`config.mk`:
```
export PLATFORM = sky130hd
export DESIGN_NAME = pamb_row
export DESIGN_NICKNAME = d
export VERILOG_FILES = /design/src/hdl/pamb_pkg.sv /design/src/hdl/pamb_cell.sv /design/src/hdl/pamb_row.sv
export SDC_FILE = /design/constraint.sdc
export NUM_CORES = 2
export LEC_CHECK = 0
export BUFFER_PORTS_ARGS = -buffer_cell sky130_fd_sc_hd__buf_4
export CORE_ASPECT_RATIO = 1.4
export CORE_UTILIZATION = 68
export CTS_CLUSTER_SIZE = 20
export DETAILED_ROUTE_END_ITERATION = 8
export PLACE_DENSITY_LB_ADDON = 0.25
export SETUP_SLACK_MARGIN = 0.05
export SKIP_CTS_REPAIR_TIMING = 1
export SYNTH_ARGS = -nofsm -noshare
export SYNTH_HDL_FRONTEND = slang
export SYNTH_SLANG_ARGS = --single-unit
export TNS_END_PERCENT = 10
```
`constraint.sdc`:
```
create_clock -name clk_i -period 4.5 [get_ports clk_i]
set_clock_uncertainty 0.2 [all_clocks]
set_input_delay 0 -clock clk_i [delete_from_list [all_inputs] [get_ports clk_i]]
set_output_delay 0 -clock clk_i [all_outputs]
set_load 0.01 [all_outputs]
```
`src/hdl/pamb_pkg.sv`:
```
// Shared types and constants for the per-account priority mailbox.
`default_nettype none
package pamb_pkg;
  localparam int unsigned MaxAccounts = 8;
  localparam int unsigned QueueDepth  = 16;

  localparam logic [1:0] CmdCreate  = 2'd0;
  localparam logic [1:0] CmdRemove  = 2'd1;
  localparam logic [1:0] CmdDeliver = 2'd2;
  localparam logic [1:0] CmdRead    = 2'd3;

  localparam logic [2:0] StCreated  = 3'd0;
  localparam logic [2:0] StExists   = 3'd1;
  localparam logic [2:0] StNoAcct   = 3'd2;
  localparam logic [2:0] StRemoved  = 3'd3;
  localparam logic [2:0] StDelivered = 3'd4;
  localparam logic [2:0] StEmpty    = 3'd5;
  localparam logic [2:0] StMessage  = 3'd6;
  localparam logic [2:0] StFull     = 3'd7;

  // One queue entry as it moves between neighboring cells.
  typedef struct packed {
    logic [7:0]  prio;
    logic [31:0] handle;
  } entry_t;

  // Control broadcast from the mailbox controller to every cell of one row.
  typedef struct packed {
    logic   insert;  // deliver: cells at or past the insert point shift up
    logic   pop;     // read or flush: every cell takes its upper neighbor
    entry_t new_entry;
  } cell_ctrl_t;

  typedef enum logic [1:0] {
    StIdle,
    StExec,
    StFlush,
    StOut
  } state_e;
endpackage
`default_nettype wire

```
`src/hdl/pamb_cell.sv`:
```
// One queue cell: holds an entry and trades it with its neighbors.
`default_nettype none
module pamb_cell (
  input  wire                 clk_i,
  input  wire                 rst_ni,
  input  pamb_pkg::cell_ctrl_t ctrl_i,
  input  wire                 occupied_i,   // this cell is below the queue length
  input  wire                 below_ins_i,  // lower neighbor stays in place on insert
  input  pamb_pkg::entry_t    lower_i,      // entry of the lower neighbor
  input  pamb_pkg::entry_t    upper_i,      // entry of the upper neighbor
  output pamb_pkg::entry_t    entry_o,
  output logic                keep_o        // this cell stays in place on insert
);
  pamb_pkg::entry_t entry_q, entry_d;

  // Equal priorities stay ahead of a new entry, which keeps the order stable.
  assign keep_o = occupied_i && (entry_q.prio >= ctrl_i.new_entry.prio);

  always_comb begin
    entry_d = entry_q;
    if (ctrl_i.pop) begin
      entry_d = upper_i;
    end else if (ctrl_i.insert && !keep_o) begin
      entry_d = below_ins_i ? ctrl_i.new_entry : lower_i;
    end
  end

  always_ff @(posedge clk_i or negedge rst_ni) begin
    if (!rst_ni) begin
      entry_q <= '0;
    end else begin
      entry_q <= entry_d;
    end
  end

  assign entry_o = entry_q;
endmodule
`default_nettype wire

```
`src/hdl/pamb_row.sv`:
```
// One account's mailbox: a row of cells ordered by descending priority.
`default_nettype none
module pamb_row #(
  parameter int unsigned QUEUE_DEPTH = pamb_pkg::QueueDepth
) (
  input  wire                  clk_i,
  input  wire                  rst_ni,
  input  pamb_pkg::cell_ctrl_t ctrl_i,
  input  wire [$clog2(QUEUE_DEPTH+1)-1:0] len_i,
  output pamb_pkg::entry_t     head_o
);
  pamb_pkg::entry_t ent [QUEUE_DEPTH];
  logic [QUEUE_DEPTH-1:0] keep;

  for (genvar g = 0; g < QUEUE_DEPTH; g++) begin : g_cell
    pamb_pkg::entry_t lower, upper;
    logic below;
    if (g == 0) begin : g_first
      assign lower = ctrl_i.new_entry;
      assign below = 1'b1;
    end else begin : g_mid
      assign lower = ent[g-1];
      assign below = keep[g-1];
    end
    if (g == QUEUE_DEPTH - 1) begin : g_last
      assign upper = '0;
    end else begin : g_up
      assign upper = ent[g+1];
    end
    pamb_cell u_cell (
      .clk_i,
      .rst_ni,
      .ctrl_i,
      .occupied_i  ({1'b0, len_i} > ($clog2(QUEUE_DEPTH+1)+1)'(g)),
      .below_ins_i (below),
      .lower_i     (lower),
      .upper_i     (upper),
      .entry_o     (ent[g]),
      .keep_o      (keep[g])
    );
  end

  assign head_o = ent[0];
endmodule
`default_nettype wire
```
==> impl_metrics.env <==
export IMPL_use_met2=0.735
export IMPL_p_leak_nw=17.9
export IMPL_critical_path_required_ns=4.80
export IMPL_r2r_start="g_cell[2].u_cell.entry_o[32]$_DFFE_PN0P_"
export IMPL_fp_dieW_um=195
export IMPL_path_cells="dlygate4sd3_1, buf_4, inv_1, ha_1, o21a_1, nor2_1, o32ai_4, buf_4, nor3_2, buf_4, a21oi_1"
export IMPL_async_reset_ff_frac=1.00
export IMPL_synthCells=3660
export IMPL_arrival_ns=4.11
export IMPL_relSlewSlack=0.222
export IMPL_cp_startpoint="ctrl_i[34]"
export IMPL_rsz0062_at_grt="no"
export IMPL_dp_slack_ns=0.722
export IMPL_postLayoutCellArea_mm2=0.0396
export IMPL_insertion_delay_ns=0.67
export IMPL_drv_slew=0
export IMPL_drc=0
export IMPL_synth_seq_area_share=0.450
export IMPL_synth_simple_area_share=0.0962
export IMPL_clk_pin_slew_ns=0.06
export IMPL_grt_use_total=0.470
export IMPL_die_area_mm2=0.0533
export IMPL_timing_final_hold_violations=0
export IMPL_tightest_slew_ns=1.16
export IMPL_globalplace_congestion=0.996
export IMPL_syn_avg_cell_area_um2=9.73
export IMPL_synth_seq_cells=640
export IMPL_synth_nets=3837
export IMPL_num_vias=32500
export IMPL_root_buffer="clkbuf_16"
export IMPL_synth_compound_area_share=0.202
export IMPL_synth_flop_cell="dfrtp_1"
export IMPL_fin_ws_ns=0.691
export IMPL_final_nets=3782
export IMPL_area_delta_synth_final_pct=11.2
export IMPL_synth_top_area_share=0.450
export IMPL_synth_mux_area_frac=0.164
export IMPL_grt_pass1_wl_um=192000
export IMPL_cts_sinks=640
export IMPL_synth_adder_area_share=0.0450
export IMPL_largest_reg_flops=640
export IMPL_worstHoldStart="len_i[3]"
export IMPL_fin_setup_tns_ns=0
export IMPL_cts_tree="built"
export IMPL_coreArea_mm2=0.0514
export IMPL_antenna_found_initial=3
export IMPL_worst_setup_path_start_kind="primary input"
export IMPL_use_met3=0.107
export IMPL_slowest_stage="nor2_1"
export IMPL_fill_cells=3351
export IMPL_synth_cell_types=53
export IMPL_yosys_warnings=0
export IMPL_end_kind="flip-flop"
export IMPL_numCtsBuffers=61
export IMPL_slowest_delay_ns=0.64
export IMPL_status="complete, no violations"
export IMPL_post_route_min_period_ns=3.81
export IMPL_setup_viol=0
export IMPL_grt_busiest_layer="met2"
export IMPL_crit_fanout=40
export IMPL_synth_top_family_by_area="compound AO/OA/AOI/OAI gates"
export IMPL_place_area_mm2=0.0370
export IMPL_grt_overflow_total=0
export IMPL_grt_pass1_vias=33000
export IMPL_ios=89
export IMPL_initial_core_util=0.693
export IMPL_io_buffers=88
export IMPL_synth_edff_count=0
export IMPL_dr_pass1_iters=6
export IMPL_synthTopCellsByArea="dfrtp_1, mux2i_1, a21oi_1, o22ai_1, ha_1"
export IMPL_routed_via_density=7.55
export IMPL_wl_um=126000
export IMPL_h_tree_depth=2
export IMPL_cap_violations=0
export IMPL_cp_num_buf_inv=5
export IMPL_grt_max_degree=206
export IMPL_clk_path_buf_depth=3
export IMPL_drtIter0Drc=4068
export IMPL_synth_top_cell_by_area="dfrtp_1"
export IMPL_max_freq_mhz=263
export IMPL_ir_drop_mv=0.457
export IMPL_rows=98
export IMPL_die_h_um=273
export IMPL_power_density_mw_per_mm2=694
export IMPL_synth_area_mm2=0.0356
export IMPL_crit_path_frequent_cell="buf_4"
export IMPL_wire_per_inst_um=29.2
export IMPL_drive_gt1_frac=0.0979
export IMPL_synth_xor_area_frac=0
export IMPL_period_share=0.846
export IMPL_hpwl_um=74400
export IMPL_critPathKind="primary input to flip-flop"
export IMPL_hold_path_class="primary input to flip-flop"
export IMPL_grt_util_met1=0.570
export IMPL_ant_nets=0
export IMPL_cpLargestDelayFamily="buffers and inverters"
## synth_stat cells, drive strengths merged (2+ instances only)
master     n
nand3    126
clkbuf   272
a31oi      5
o311ai     3
o21a      11
or2        2
nor2     128
a32o      80
o31ai      2
mux2      70
or3       82
a211o      4
o31a       2
a221oi     2
a211oi    49
a21o       5
inv       28
o21ai     78
nor2b      3
mux2i    504
nand2    395
a32oi      3
a21oi    455
ha       128
dfrtp    640
and3       2
nor3       8
nor4       2
nand2b    20
buf       80
o211ai   121
a2111oi    4
a2111o     6
nand4     11
o22ai    318
## kinds of logic (layout without fill, tap and decap cells)
kind of cell | after synthesis | count (layout)
multiplexers | 574 | 574
adder cells (fa/ha/maj) | 128 | 128
other | 0 | 3
flip-flops | 640 | 640
AND/OR/NAND/NOR | 783 | 783
AO/OA/AOI/OAI | 1155 | 1155
buffers and inverters | 380 | 376
## where the power goes
| part | internal, mW | switching, mW |
|---|---|---|
| clock network | 3.16 | 2.37 |
| registers | 8.16 | 2.46 |
| logic | 4.77 | 6.59 |
## per-layer routing
layer / wire length [um] / part of all wire
met1: 43800 / 0.35
met2: 57300 / 0.46
met3: 14100 / 0.11
met4: 10500 / 0.084
met5: 9 / 0.000072
## metrics by stage
step / hold WS [ns] / std cells / power (mW) / utilization
finish: 0.00133 / 4309 / 27.5 / 0.771
detailed placement: -0.0273 / 4146 / 21.5 / 0.720
floorplan: -0.496 / 3660 / 17.4 / -
global placement: -0.0312 / 4145 / 20.9 / 0.720
CTS: -0.706 / 4260 / 27.0 / 0.762
global route: 0.0122 / 4306 / 28.7 / 0.771
## cells in the final DEF, fill, tap and decap left out, types with 12 or more instances in the layout
master         count
nand2_1          395
o211ai_1         121
or3_1             82
mux2_1            39
nor2_1           123
o21ai_0           72
o22ai_1          318
ha_1             128
nand3_1          124
a21oi_1          447
mux2_2            31
nand2b_1          18
buf_12            21
clkbuf_16         61
mux2i_1          504
buf_4            164
clkbuf_8          22
clkbuf_1          12
dlygate4sd3_1     45
a211oi_1          49
a32o_1            80
inv_1             26
dfrtp_1          640
## path summary, 6_finish.rpt
kind	to	slack [ns]	cells after the start
worst max-delay path	g_cell[13].u_cell.entry_o[10]$_DFFE_PN0P_	0.69	11
worst min-delay path	g_cell[15].u_cell.entry_o[22]$_DFFE_PN0P_	0.001	5
worst max register to register	g_cell[3].u_cell.entry_o[19]$_DFFE_PN0P_	1.01	9
worst min register to register	g_cell[2].u_cell.entry_o[4]$_DFFE_PN0P_	0.32	2
max in group asynchronous	g_cell[12].u_cell.entry_o[7]$_DFFE_PN0P_	3.00	4
min in group asynchronous	g_cell[2].u_cell.entry_o[32]$_DFFE_PN0P_	0.48	4
## cell type report
cell class / count / area, um^2 / area share
Multi-Input combinational cell: 2640 / 18400 / 0.463
Sequential cell: 640 / 16000 / 0.404
Timing Repair Buffer: 234 / 2160 / 0.0546
Clock buffer: 95 / 1870 / 0.0473
Tap cell: 650 / 813 / 0.0205
Clock inverter: 19 / 284 / 0.00717
Inverter: 28 / 113 / 0.00284
Antenna cell: 3 / 7.51 / 0.000189
## worst min-delay path, stage by stage
cell     delay (ns)
buf_4          0.15
a41o_1         0.24
a32oi_4        0.15
mux2i_1        0.18
a21oi_1        0.08
No activity file was read; power rests on OpenSTA's default activity.
